**src/hdl/crcc_pkg.sv**
```systemverilog
package crcc_pkg;

  localparam int unsigned WORD_BYTES_DEF = 8;
  localparam int unsigned DATA_W         = 64;
  localparam int unsigned CNT_W          = 4;
  localparam int unsigned CRC_W          = 32;
  localparam int unsigned LEN_W          = 32;

  localparam logic [CRC_W-1:0] CRC32C_POLY = 32'h82F6_3B78;
  localparam logic [CRC_W-1:0] CRC_INIT    = 32'hFFFF_FFFF;
  localparam logic [LEN_W-1:0] LEN_MAX     = 32'hFFFF_FFFF;

  // item kinds carried in req_type
  localparam logic REQ_HEADER  = 1'b0;
  localparam logic REQ_PAYLOAD = 1'b1;

  // control half of a registered beat, handed to the fold logic
  typedef struct packed {
    logic             is_payload;
    logic [CNT_W-1:0] byte_count;
  } fold_ctl_t;

  // running state of one record
  typedef struct packed {
    logic [CRC_W-1:0] crc;
    logic [LEN_W-1:0] len;
  } rec_state_t;

  // one reflected crc-32c byte step
  function automatic logic [CRC_W-1:0] crc_byte(input logic [CRC_W-1:0] crc_in,
                                                input logic [7:0]       data);
    logic [CRC_W-1:0] c;
    c = crc_in ^ {24'd0, data};
    for (int b = 0; b < 8; b++) begin
      c = (c >> 1) ^ (CRC32C_POLY & {CRC_W{c[0]}});
    end
    return c;
  endfunction

endpackage

```
**src/hdl/crcc_fold.sv**
```systemverilog
module crcc_fold import crcc_pkg::*; #(
  parameter int unsigned WORD_BYTES = WORD_BYTES_DEF
) (
  input  rec_state_t        state_in,
  input  fold_ctl_t         ctl,
  input  logic [DATA_W-1:0] data_word,
  output rec_state_t        state_out
);

  localparam logic [CNT_W-1:0] WB = CNT_W'(WORD_BYTES);

  logic [CNT_W-1:0] n_bytes;
  logic [CRC_W-1:0] crc_v;
  logic [LEN_W:0]   len_sum;

  // header words always fold a full word, payload count is clamped
  always_comb begin
    if (ctl.is_payload == REQ_PAYLOAD) begin
      n_bytes = (ctl.byte_count > WB) ? WB : ctl.byte_count;
    end else begin
      n_bytes = WB;
    end
  end

  always_comb begin
    crc_v = state_in.crc;
    for (int i = 0; i < WORD_BYTES; i++) begin
      if (CNT_W'(i) < n_bytes) begin
        crc_v = crc_byte(crc_v, data_word[8*i +: 8]);
      end
    end
  end

  assign len_sum = {1'b0, state_in.len} + {{(LEN_W+1-CNT_W){1'b0}}, n_bytes};

  always_comb begin
    state_out.crc = crc_v;
    if (ctl.is_payload == REQ_PAYLOAD) begin
      state_out.len = len_sum[LEN_W] ? LEN_MAX : len_sum[LEN_W-1:0];
    end else begin
      state_out.len = state_in.len;
    end
  end

endmodule

```
**src/hdl/crc32c_record_checksum.sv**
```systemverilog
// channel | ports                                                  | beat moves
// in      | in_valid in_ready in_req_type in_data_word             | one header word or
//         | in_byte_count in_last_chunk                            | payload chunk
// out     | out_valid out_ready out_crc_value out_payload_bytes    | one record checksum
//
// one beat accepted per cycle while no last beat waits behind an untaken result; the
// crc loop closes through the byte-wide xor network in crcc_fold
// result: last beat is registered in the input stage, then its result in the result slot
// reset: synchronous active-low rst_n clears valids, crc to all ones, count to zero
// stalls: only a last beat waiting behind an untaken result holds the input
// register; every other beat keeps moving while a result waits
module crc32c_record_checksum import crcc_pkg::*; #(
  parameter int unsigned WORD_BYTES = WORD_BYTES_DEF
) (
  input  logic              clk,
  input  logic              rst_n,
  input  logic              in_valid,
  output logic              in_ready,
  input  logic              in_req_type,
  input  logic [DATA_W-1:0] in_data_word,
  input  logic [CNT_W-1:0]  in_byte_count,
  input  logic              in_last_chunk,
  output logic              out_valid,
  input  logic              out_ready,
  output logic [CRC_W-1:0]  out_crc_value,
  output logic [LEN_W-1:0]  out_payload_bytes
);

  // input register stage
  logic              s0_valid_r;
  fold_ctl_t         s0_ctl_r;
  logic [DATA_W-1:0] s0_data_r;
  logic              s0_last_r;

  // running record state
  rec_state_t        rec_r;
  rec_state_t        rec_nxt;

  // result register
  logic              out_valid_r;
  logic [CRC_W-1:0]  out_crc_r;
  logic [LEN_W-1:0]  out_len_r;

  logic              s0_adv;
  logic              close;

  // the staged beat folds in unless it closes a record while an untaken result waits
  assign s0_adv   = s0_valid_r && !(s0_last_r && out_valid_r && !out_ready);
  assign close    = s0_adv && s0_last_r;
  assign in_ready = !s0_valid_r || s0_adv;

  crcc_fold #(
    .WORD_BYTES (WORD_BYTES)
  ) u_fold (
    .state_in  (rec_r),
    .ctl       (s0_ctl_r),
    .data_word (s0_data_r),
    .state_out (rec_nxt)
  );

  // input stage: control and payload
  always_ff @(posedge clk) begin
    if (!rst_n) begin
      s0_valid_r <= 1'b0;
    end else if (in_ready) begin
      s0_valid_r <= in_valid;
    end
  end

  always_ff @(posedge clk) begin
    if (in_ready && in_valid) begin
      s0_ctl_r.is_payload <= in_req_type;
      s0_ctl_r.byte_count <= in_byte_count;
      s0_data_r           <= in_data_word;
      s0_last_r           <= in_last_chunk;
    end
  end

  // record state, back to reset value once a record closes
  always_ff @(posedge clk) begin
    if (!rst_n) begin
      rec_r.crc <= CRC_INIT;
      rec_r.len <= '0;
    end else if (close) begin
      rec_r.crc <= CRC_INIT;
      rec_r.len <= '0;
    end else if (s0_adv) begin
      rec_r <= rec_nxt;
    end
  end

  // result slot
  always_ff @(posedge clk) begin
    if (!rst_n) begin
      out_valid_r <= 1'b0;
    end else if (close) begin
      out_valid_r <= 1'b1;
    end else if (out_ready) begin
      out_valid_r <= 1'b0;
    end
  end

  always_ff @(posedge clk) begin
    if (close) begin
      out_crc_r <= ~rec_nxt.crc;
      out_len_r <= rec_nxt.len;
    end
  end

  assign out_valid         = out_valid_r;
  assign out_crc_value     = out_crc_r;
  assign out_payload_bytes = out_len_r;

  // a closed record leaves the running state at its reset value
  a_close_resets: assert property (@(posedge clk) disable iff (!rst_n)
    close |=> (rec_r.crc == CRC_INIT) && (rec_r.len == '0))
    else $error("record state not restored after close");

  // the payload count never falls inside a record
  a_len_monotonic: assert property (@(posedge clk) disable iff (!rst_n)
    (s0_adv && !s0_last_r) |=> (rec_r.len >= $past(rec_r.len)))
    else $error("payload count decreased inside a record");

  // a closing beat lands in the result slot
  a_close_valid: assert property (@(posedge clk) disable iff (!rst_n)
    close |=> out_valid_r)
    else $error("closed record produced no result");

  // an accepted beat is held in the input stage
  a_accept_staged: assert property (@(posedge clk) disable iff (!rst_n)
    (in_valid && in_ready) |=> s0_valid_r)
    else $error("accepted beat lost");

endmodule
```
**config.mk**
```make
export PLATFORM = sky130hd
export DESIGN_NAME = crc32c_record_checksum
export DESIGN_NICKNAME = d
export VERILOG_FILES = /design/src/hdl/crcc_pkg.sv /design/src/hdl/crcc_fold.sv /design/src/hdl/crc32c_record_checksum.sv
export SDC_FILE = /design/constraint.sdc
export NUM_CORES = 1
export LEC_CHECK = 0
export CAP_MARGIN = 10
export CORE_ASPECT_RATIO = 1.2
export CORE_MARGIN = 1.5
export CORE_UTILIZATION = 40
export DETAILED_ROUTE_END_ITERATION = 7
export DONT_BUFFER_PORTS = 1
export GPL_TIMING_DRIVEN = 1
export PLACE_DENSITY_LB_ADDON = 0.05
export SLEW_MARGIN = 25
export SYNTH_ARGS = -nofsm -noshare
export SYNTH_HDL_FRONTEND = slang
export SYNTH_SLANG_ARGS = --single-unit
```
**constraint.sdc**
```tcl
create_clock -name clk -period 34.6 [get_ports clk]
set_input_delay 1.73 -clock clk [delete_from_list [all_inputs] [get_ports clk]]
set_output_delay 1.73 -clock clk [all_outputs]
set_load 0.005 [all_outputs]
```
==> impl_metrics.csv, run 1 <==
group,metric,value,unit
run_status,status,"completed",
critical_path,timing.rr.start,"s0_ctl_r[4]",
global_route,track_usage,0.244,
synthesis,ys_seq_area_frac,0.276,
critical_path,critical_path_required,34840,ps
synthesis,netlist_area,0.0194,sq mm
finish,fin_nets,1906,
synthesis,synth_area_leaders,"edfxtp_1 (21%), xnor2_1 (16%), xnor3_1 (11%)",
global_route,overflow,0,
critical_path,cp_common_cell,"xnor3_1",
min_path,min_from,"rec_r[2]",
min_path,min_path_type,"reg2reg",
routing,drt_wl_total,59500,um
routing,ant_nets,0,
critical_path,cp.arrival,15340,ps
timing,finalHoldViolCount,0,
synthesis,ys.flop_type,"edfxtp_1",
timing,worstMarginPinSlew,967,ps
synthesis,syn_area_per_cell,10.3,sq um
critical_path,slowest_stage,"xnor2_1",
routing,drc,0,
routing,firstDrtPassIters,7,
clock_network,clockBufferDepth,2,
timing,setup_viol,0,
synthesis,yosysTopAreaCell,"edfxtp_1",
finish,drive_gt1_frac,0.108,
synthesis,async_flop_share,0,
finish,syn_to_final_growth,6.60,%
timing,fin_crit,15100,ps
timing,finalMaxSlewViolations,0,
synthesis,ys_ff_latch,200,
routing,avgViaCountPerCell,5.26,
clock_network,ctsResizeCount,0,
critical_path,cp-start-kind,"register",
clock_network,cts_made_buffers,17,
synthesis,syn_nets,1950,
finish,seqCellArea,0.00535,sq mm
synthesis,synth_edf_count,134,
clock_network,htreeDepth,4,
synthesis,syn_inst,1871,
routing,wire_per_inst,24.1,um
critical_path,path_buf_inv,2,
floorplan,die_area,0.0497,sq mm
finish,multi_input_area,0.0137,sq mm
global_route,grt_max_degree,72,
critical_path,cp_slowest_stage_delay,650,ps
global_route,grt_pass1_vias,13000,
clock_network,cts_setup_buffers,0,
synthesis,ys_types,74,
place,portBuffers,0,
global_route,antenna_found_initial,1,
floorplan,rows,88,
finish,fill_cells,4632,
global_route,grt_pass1_wl,88200,um
floorplan,die_y,244,um
routing,drt_iter0_markers,854,
clock_network,clkLatencyLatePin,500,ps
clock_network,cts_root_buffer,"clkbuf_16",
timing,relSlewSlack,0.355,
critical_path,critPathLaunch,"s0_ctl_r[4]",
routing,vias,13000,
job,max_cap_violations,0,
timing,grt_setup_unrepaired,"no",
timing,fin_crit_sh,0.437,
critical_path,cp_top_family,"XOR/XNOR gates",
floorplan,core-area,0.0479,sq mm
timing,finalSetupTns,0,ps
timing,fmax,66.2,MHz
clock_network,cts_hold_buf,0,
synthesis,netlist.area_leader.share,0.208,
floorplan,die_w,204,um
floorplan,ios,140,
clock_network,cts_sinks,200,
place,post-dp-hpwl,45600,um
clock_network,cts_tree,"yes",
place,gp_congestion,0.912,
critical_path,critPathMaxFanout,50,
synthesis,synth_common_cells,"xnor2_1 (360), nor2_1 (217), nand2_1 (153), xor2_1 (141), edfxtp_1 (134)",
synthesis,yosysWarnings,0,
clock_network,clk_pin_slew,70,ps
timing,skew,17.2,ps
critical_path,criticalPathCategory,"reg2reg",
floorplan,initial_utilization,0.404,
synthesis,yosysMostFrequentCell,"xnor2_1",
critical_path,critPathCaptureType,"register",
[cell usage in the layout, fill, tap and decap left out, drive strengths merged, types with 9 or more instances in the layout]
master / synthesis / final
xnor2: 402 / 402
nor2: 218 / 218
xor2: 167 / 167
nand2: 154 / 154
a21oi: 138 / 138
edfxtp: 134 / 134
o21ai: 106 / 106
xnor3: 96 / 96
dfxtp: 66 / 66
mux2i: 58 / 58
nor3: 32 / 32
xor3: 30 / 30
buf: 19 / 26
clkbuf: 70 / 19
nand3: 18 / 18
o211ai: 18 / 18
a211oi: 15 / 15
inv: 10 / 13
mux2: 12 / 12
and3: 11 / 11
nor2b: 10 / 10
o21a: 9 / 9
nand2b: 9 / 9
[worst min-delay path: stages, from the launching register on]
cell and delay (ps):
dfxtp_1 330, nand2_1 60, a21oi_1 50
[sequential cells by signal, summed over array words and instances (netlist names)]
register,count
rec_r,64
s0_data_r,64
out_crc_value,32
out_payload_bytes,32
s0_ctl_r,5
out_valid,1
s0_last_r,1
s0_valid_r,1
[worst paths after layout]
check / slack [ps] / cells past startpoint / to
worst max register to register: 19500 / 35 / out_crc_value[6]
worst max-delay path: 19500 / 35 / out_crc_value[6]
worst min register to register: 480 / 2 / rec_r[2]
worst min-delay path: 480 / 2 / rec_r[2]
[logic make-up after synthesis]
| logic type | count (synthesis) | share of synthesized area |
|---|---|---|
| compound gates | 316 | 0.0995 |
| simple gates | 486 | 0.108 |
| mux | 70 | 0.0461 |
| xor+xnor | 695 | 0.446 |
| flops | 200 | 0.276 |
| buf+inv | 99 | 0.0206 |
| fa+ha+maj | 5 | 0.00362 |
[per-layer routing]
layer / track usage / vias to the layer above / part of all wire / wire, um
met2: 0.419 / 272 / 0.50 / 29700
met4: 0.0708 / 0 / 0.022 / 1340
met1: 0.313 / 6362 / 0.44 / 26000
met3: 0.0429 / 53 / 0.041 / 2420
li1: - / 6300 / - / -
met5: 0 / - / 0 / 0
[cell type report]
| class | instances | area share |
|---|---|---|
| clock inverters | 13 | 0.00691 |
| inverters | 10 | 0.00182 |
| multi-input cells | 1572 | 0.662 |
| flip-flops and latches | 200 | 0.259 |
| clock buffers | 19 | 0.0215 |
| diodes | 1 | 0.000121 |
| repair buffers | 26 | 0.0104 |
| well taps | 630 | 0.0382 |
[metrics by stage]
| step | util | hold WS (ps) | cell area [sq um] | instances | worst slack [ps] |
|---|---|---|---|---|---|
| floorplan | - | 439 | 19400 | 1871 | 22420 |
| global placement | 0.418 | 470 | 20000 | 2437 | 19550 |
| detailed placement | 0.418 | 473 | 20000 | 2438 | 19630 |
| CTS | 0.431 | 484 | 20600 | 2470 | 19510 |
| global route | 0.431 | 512 | 20600 | 2471 | 18880 |
| finish | 0.431 | 483 | 20600 | 2471 | 19500 |
Power of run 1 is not shown: default switching activity piles up to over one toggle a cycle in this logic, so the estimate is an artifact.
==> inputs of run 2 (changes only) <==
==> constraint.sdc (replaced) <==
create_clock -name clk -period 13.4 [get_ports clk]
set_input_delay 0.67 -clock clk [delete_from_list [all_inputs] [get_ports clk]]
set_output_delay 0.67 -clock clk [all_outputs]
set_load 0.005 [all_outputs]
==> run 2 against run 1 <==
  * Critical endpoint unchanged
  * Critical path depth rose by 4
  * Utilization up 1.3 points
  * Global-route usage rose by 0.51 points
  * Routed wire length rose by 1.9%
==> impl_metrics.csv, run 2 (synthesis results as in run 1) <==
group,metric,value,unit
floorplan,initial_utilization,0.404,
clock_network,clkLatencyLatePin,500,ps
critical_path,criticalPathCategory,"reg2reg",
routing,vias,13300,
place,gp_congestion,0.896,
timing,worstMarginPinSlew,960,ps
timing,fin_crit,12970,ps
clock_network,clockBufferDepth,2,
floorplan,ios,140,
min_path,min_path_type,"in2reg",
finish,syn_to_final_growth,9.86,%
routing,drt_iter0_markers,776,
min_path,min_path_cells,0,
routing,ant_nets,0,
clock_network,cts_hold_buf,0,
floorplan,die_w,204,um
clock_network,cts_root_buffer,"clkbuf_16",
min_path,min_from,"in_data_word[32]",
finish,largestRegisters,"rec_r: 64 flops, s0_data_r: 64 flops",
timing,fmax,77.1,MHz
run_status,status,"completed",
clock_network,cts_tree,"yes",
floorplan,core-area,0.0479,sq mm
critical_path,critPathCaptureType,"register",
place,post-dp-hpwl,46900,um
timing,setup_viol,0,
timing,grt_setup_unrepaired,"no",
critical_path,cp-start-kind,"register",
finish,final_cell_mix,"xnor2_1 (354), nor2_1 (217), nand2_1 (152), xor2_1 (139), edfxtp_1 (134)",
critical_path,critical_path_required,13660,ps
critical_path,cp_top_family,"XOR/XNOR gates",
critical_path,timing.rr.start,"rec_r[33]",
timing,finalMaxSlewViolations,0,
job,max_cap_violations,0,
global_route,grt_pass1_vias,13500,
critical_path,r2r_slack,430,ps
critical_path,cp.arrival,13230,ps
routing,drt_wl_total,60600,um
floorplan,die_y,244,um
routing,firstDrtPassIters,5,
clock_network,cts_sinks,200,
finish,final_common_cell,"xnor2_1",
global_route,antenna_found_initial,2,
finish,drive_gt1_frac,0.148,
global_route,grt_pass1_wl,90100,um
critical_path,r2r_end,"out_crc_value[6]",
critical_path,slowest_stage,"xnor3_1",
routing,drc,0,
floorplan,die_area,0.0497,sq mm
clock_network,cts_made_buffers,17,
global_route,overflow,0,
finish,fin_nets,1976,
floorplan,rows,88,
critical_path,reg2reg_depth,39,
timing,fin_crit_sh,0.968,
global_route,track_usage,0.249,
clock_network,clk_pin_slew,90,ps
critical_path,critPathMaxFanout,10,
timing,relSlewSlack,0.353,
critical_path,cp_common_cell,"xnor3_1",
critical_path,cp_slowest_stage_delay,540,ps
routing,avgViaCountPerCell,5.22,
clock_network,htreeDepth,4,
place,portBuffers,0,
critical_path,path_buf_inv,6,
routing,wire_per_inst,23.8,um
min_path,hold_end,"s0_data_r[32]",
timing,finalHoldViolCount,0,
timing,skew,16.8,ps
global_route,grt_max_degree,72,
timing,finalSetupTns,0,ps
-- run 2: changes by cell type in the layout (fill, tap and decap cells not counted), sizes merged --
cell | previous run | this run
clkinv | 8 | 6
buf | 26 | 96
bufinv | 1 | 0
inv | 13 | 17
clkbuf | 19 | 18
-- run 2: layout make-up --
type | instances | area, sq um
antenna | 1 | 2.50
clock buffer | 18 | 439
clock inverter | 14 | 133
fill | 4581 | 26600
inverter | 10 | 37.5
multi-input combinational | 1572 | 13800
sequential | 200 | 5350
tap | 630 | 788
timing repair buffer | 96 | 737
-- run 2: worst max path at each step --
stage                     slack, ps          endpoint  cells after the start         start
final                           430  out_crc_value[6]                     39     rec_r[33]
after CTS                        80  out_crc_value[6]                     38     rec_r[37]
after floorplan                1220  out_crc_value[6]                     35  s0_data_r[5]
after global routing             10  out_crc_value[6]                     37     rec_r[32]
after detailed placement       -120         rec_r[37]                     39     rec_r[37]
after global placement         -140         rec_r[37]                     40     rec_r[37]
-- run 2: repair_timing --
item                       CTS  global route
pin swaps                    0             3
buffers inserted             0             8
gates resized for setup      3            16
setup endpoints to repair    4            54
-- run 2: stage by stage --
step,std cells,worst slack (ps),hold slack [ps],utilization,cell area (sq um)
final,2541,430,259,0.444,21300
after global routing,2540,13.0,229,0.444,21300
after CTS,2531,75.6,216,0.440,21100
after detailed placement,2499,-125,473,0.428,20500
after global placement,2499,-137,460,0.428,20500
after floorplan,1871,1220,439,-,19400
-- run 2: routing by layer --
layer  GRT usage  vias to the layer above  wire length, um
li1            -                     6438                -
met1       0.313                     6472            26000
met2       0.431                      291            30400
met3      0.0477                       56             2740
met4      0.0752                        2             1330
met5           0                        -               13
Power of run 2 is left out for the same reason.
==> inputs of run 3 (changes only) <==
==> constraint.sdc (replaced) <==
create_clock -name clk -period 12.55 [get_ports clk]
set_input_delay 0.6275 -clock clk [delete_from_list [all_inputs] [get_ports clk]]
set_output_delay 0.6275 -clock clk [all_outputs]
set_load 0.005 [all_outputs]
==> run 3 against run 2 <==
  * Global-route usage about the same
  * Non-clock buffer count rose by 58
  * Register-to-register slack got worse by 96 ps
  * Critical endpoint is now rec_r[33]
  * Sequential share of layout area is 0.88 points lower
  * Highest routed layer unchanged
  * Cell count rose by 2.2%
  * Sequential cell count is the same
  * Clock skew rose by 5.7 ps
  * Critical path depth down 1
  * Clock-buffer cell count down 1
  * Design area up 3.7%
  * Worst setup slack lost 96 ps
==> impl_metrics.csv, run 3 (synthesis results as in run 1) <==
group,metric,value,unit
run_status,status,"completed",
critical_path,cp_slowest_stage_delay,590,ps
clock_network,clockBufferDepth,2,
critical_path,criticalPathCategory,"reg2reg",
floorplan,die_w,204,um
floorplan,initial_utilization,0.404,
clock_network,cts_hold_buf,0,
clock_network,cts_tree,"yes",
floorplan,core-area,0.0479,sq mm
global_route,track_usage,0.249,
routing,ant_nets,0,
routing,drt_wl_total,61000,um
finish,final_common_cell,"xnor2_1",
finish,antenna_cells,0,
critical_path,r2r_end,"rec_r[33]",
timing,fin_crit_sh,0.973,
min_path,min_path_type,"in2reg",
critical_path,cp-start-kind,"register",
job,max_cap_violations,0,
floorplan,rows,88,
critical_path,slowest_stage,"xor3_2",
critical_path,cp.arrival,12670,ps
global_route,antenna_found_initial,2,
routing,drt_iter0_markers,794,
min_path,min_path_cells,0,
finish,stdcell_count,2598,
critical_path,critPathLaunch,"s0_data_r[5]",
place,place_inst,2525,
finish,largestRegisters,"rec_r: 64 flops, s0_data_r: 64 flops",
finish,syn_to_final_growth,13.9,%
routing,firstDrtPassIters,5,
place,portBuffers,0,
place,post-dp-hpwl,47500,um
critical_path,cp_common_cell,"xnor2_2",
critical_path,reg2reg_depth,38,
clock_network,htreeDepth,4,
global_route,grt_max_degree,72,
finish,final_cell_mix,"xnor2_1 (344), nor2_1 (216), nand2_1 (152), buf_4 (150), xor2_1 (138)",
timing,worstMarginPinSlew,962,ps
routing,wire_per_inst,23.5,um
critical_path,critPathCaptureType,"register",
timing,relSlewSlack,0.357,
routing,drc,0,
critical_path,timing.rr.start,"s0_data_r[5]",
floorplan,ios,140,
critical_path,r2r_slack,330,ps
timing,skew,22.6,ps
clock_network,cts_root_buffer,"clkbuf_16",
timing,fmax,81.9,MHz
finish,drive_gt1_frac,0.186,
global_route,grt_pass1_wl,89600,um
clock_network,clk_pin_slew,90,ps
floorplan,die_y,244,um
critical_path,crit_path_end,"rec_r[33]",
critical_path,critical_path_required,13010,ps
timing,finalHoldViolCount,0,
place,gp_congestion,0.910,
global_route,overflow,0,
critical_path,critPathMaxFanout,8,
clock_network,cts_made_buffers,17,
timing,finalMaxSlewViolations,0,
timing,setup_viol,0,
routing,vias,13500,
finish,fin_nets,2034,
routing,avgViaCountPerCell,5.19,
floorplan,die_area,0.0497,sq mm
global_route,grt_pass1_vias,13500,
clock_network,cts_sinks,200,
clock_network,clkLatencyLatePin,510,ps
timing,fin_crit,12220,ps
## run 3: cell types whose count changed in the layout (fill, tap and decap cells not counted), moves of 3 or more
cell	change
buf_4	+56
o21ai_4	+3
xnor3_2	+4
xnor2_2	+7
xor2_4	+6
xnor2_1	-10
clkinv_8	+3
xor2_2	-5
xnor2_4	+3
xnor3_1	-4
## run 3: worst min path at each step
stage,start,end,slack (ps)
2_1_floorplan,rec_r[42],rec_r[42],440
3_3_place_gp,rec_r[42],rec_r[42],460
3_5_place_dp,rec_r[2],rec_r[2],470
4_1_cts,in_data_word[60],s0_data_r[60],170
5_1_grt,in_data_word[60],s0_data_r[60],170
6_report,in_data_word[60],s0_data_r[60],200
## run 3: per-layer routing
metal	GRT usage	routed length (um)
met1	0.307	25900
met2	0.432	30800
met3	0.0485	2580
met4	0.0845	1690
met5	0	13
## run 3: area by class of cell
| class | instances | area (sq um) |
|---|---|---|
| clock buffers | 17 | 425 |
| clock inverters | 15 | 185 |
| fillers | 4581 | 25800 |
| inverters | 10 | 37.5 |
| multi-input cells | 1572 | 14100 |
| flip-flops and latches | 200 | 5350 |
| well taps | 630 | 788 |
| repair buffers | 154 | 1210 |
## run 3: what timing repair did
| action | in CTS | in global routing |
|---|---|---|
| buffers inserted | 7 | 33 |
| gates resized for setup | 13 | 45 |
| endpoints found under the setup margin | 41 | 53 |
| cloned | 0 | 0 |
| pin swaps | 6 | 18 |
## run 3: critical path: cells and delay by family (launching register included)
kind            cells  cell delay [ps]
flops               1              450
mux                 2              580
xor+xnor           21             7300
simple gates        3              850
compound gates      8             2030
buf+inv             4              900
## run 3: through the flow
stage / instance area [sq um] / utilization / TNS [ps] / setup slack [ps] / hold slack, ps
5_1_grt: 22000 / 0.460 / -42.9 / -42.9 / 174
6_report: 22000 / 0.460 / 0 / 334 / 202
2_1_floorplan: 19400 / - / 0 / 374 / 439
3_3_place_gp: 20700 / 0.432 / -2350 / -350 / 459
4_1_cts: 21400 / 0.447 / 0 / 2.71 / 167
3_5_place_dp: 20700 / 0.432 / -4020 / -399 / 469
Power of run 3 is left out for the same reason.
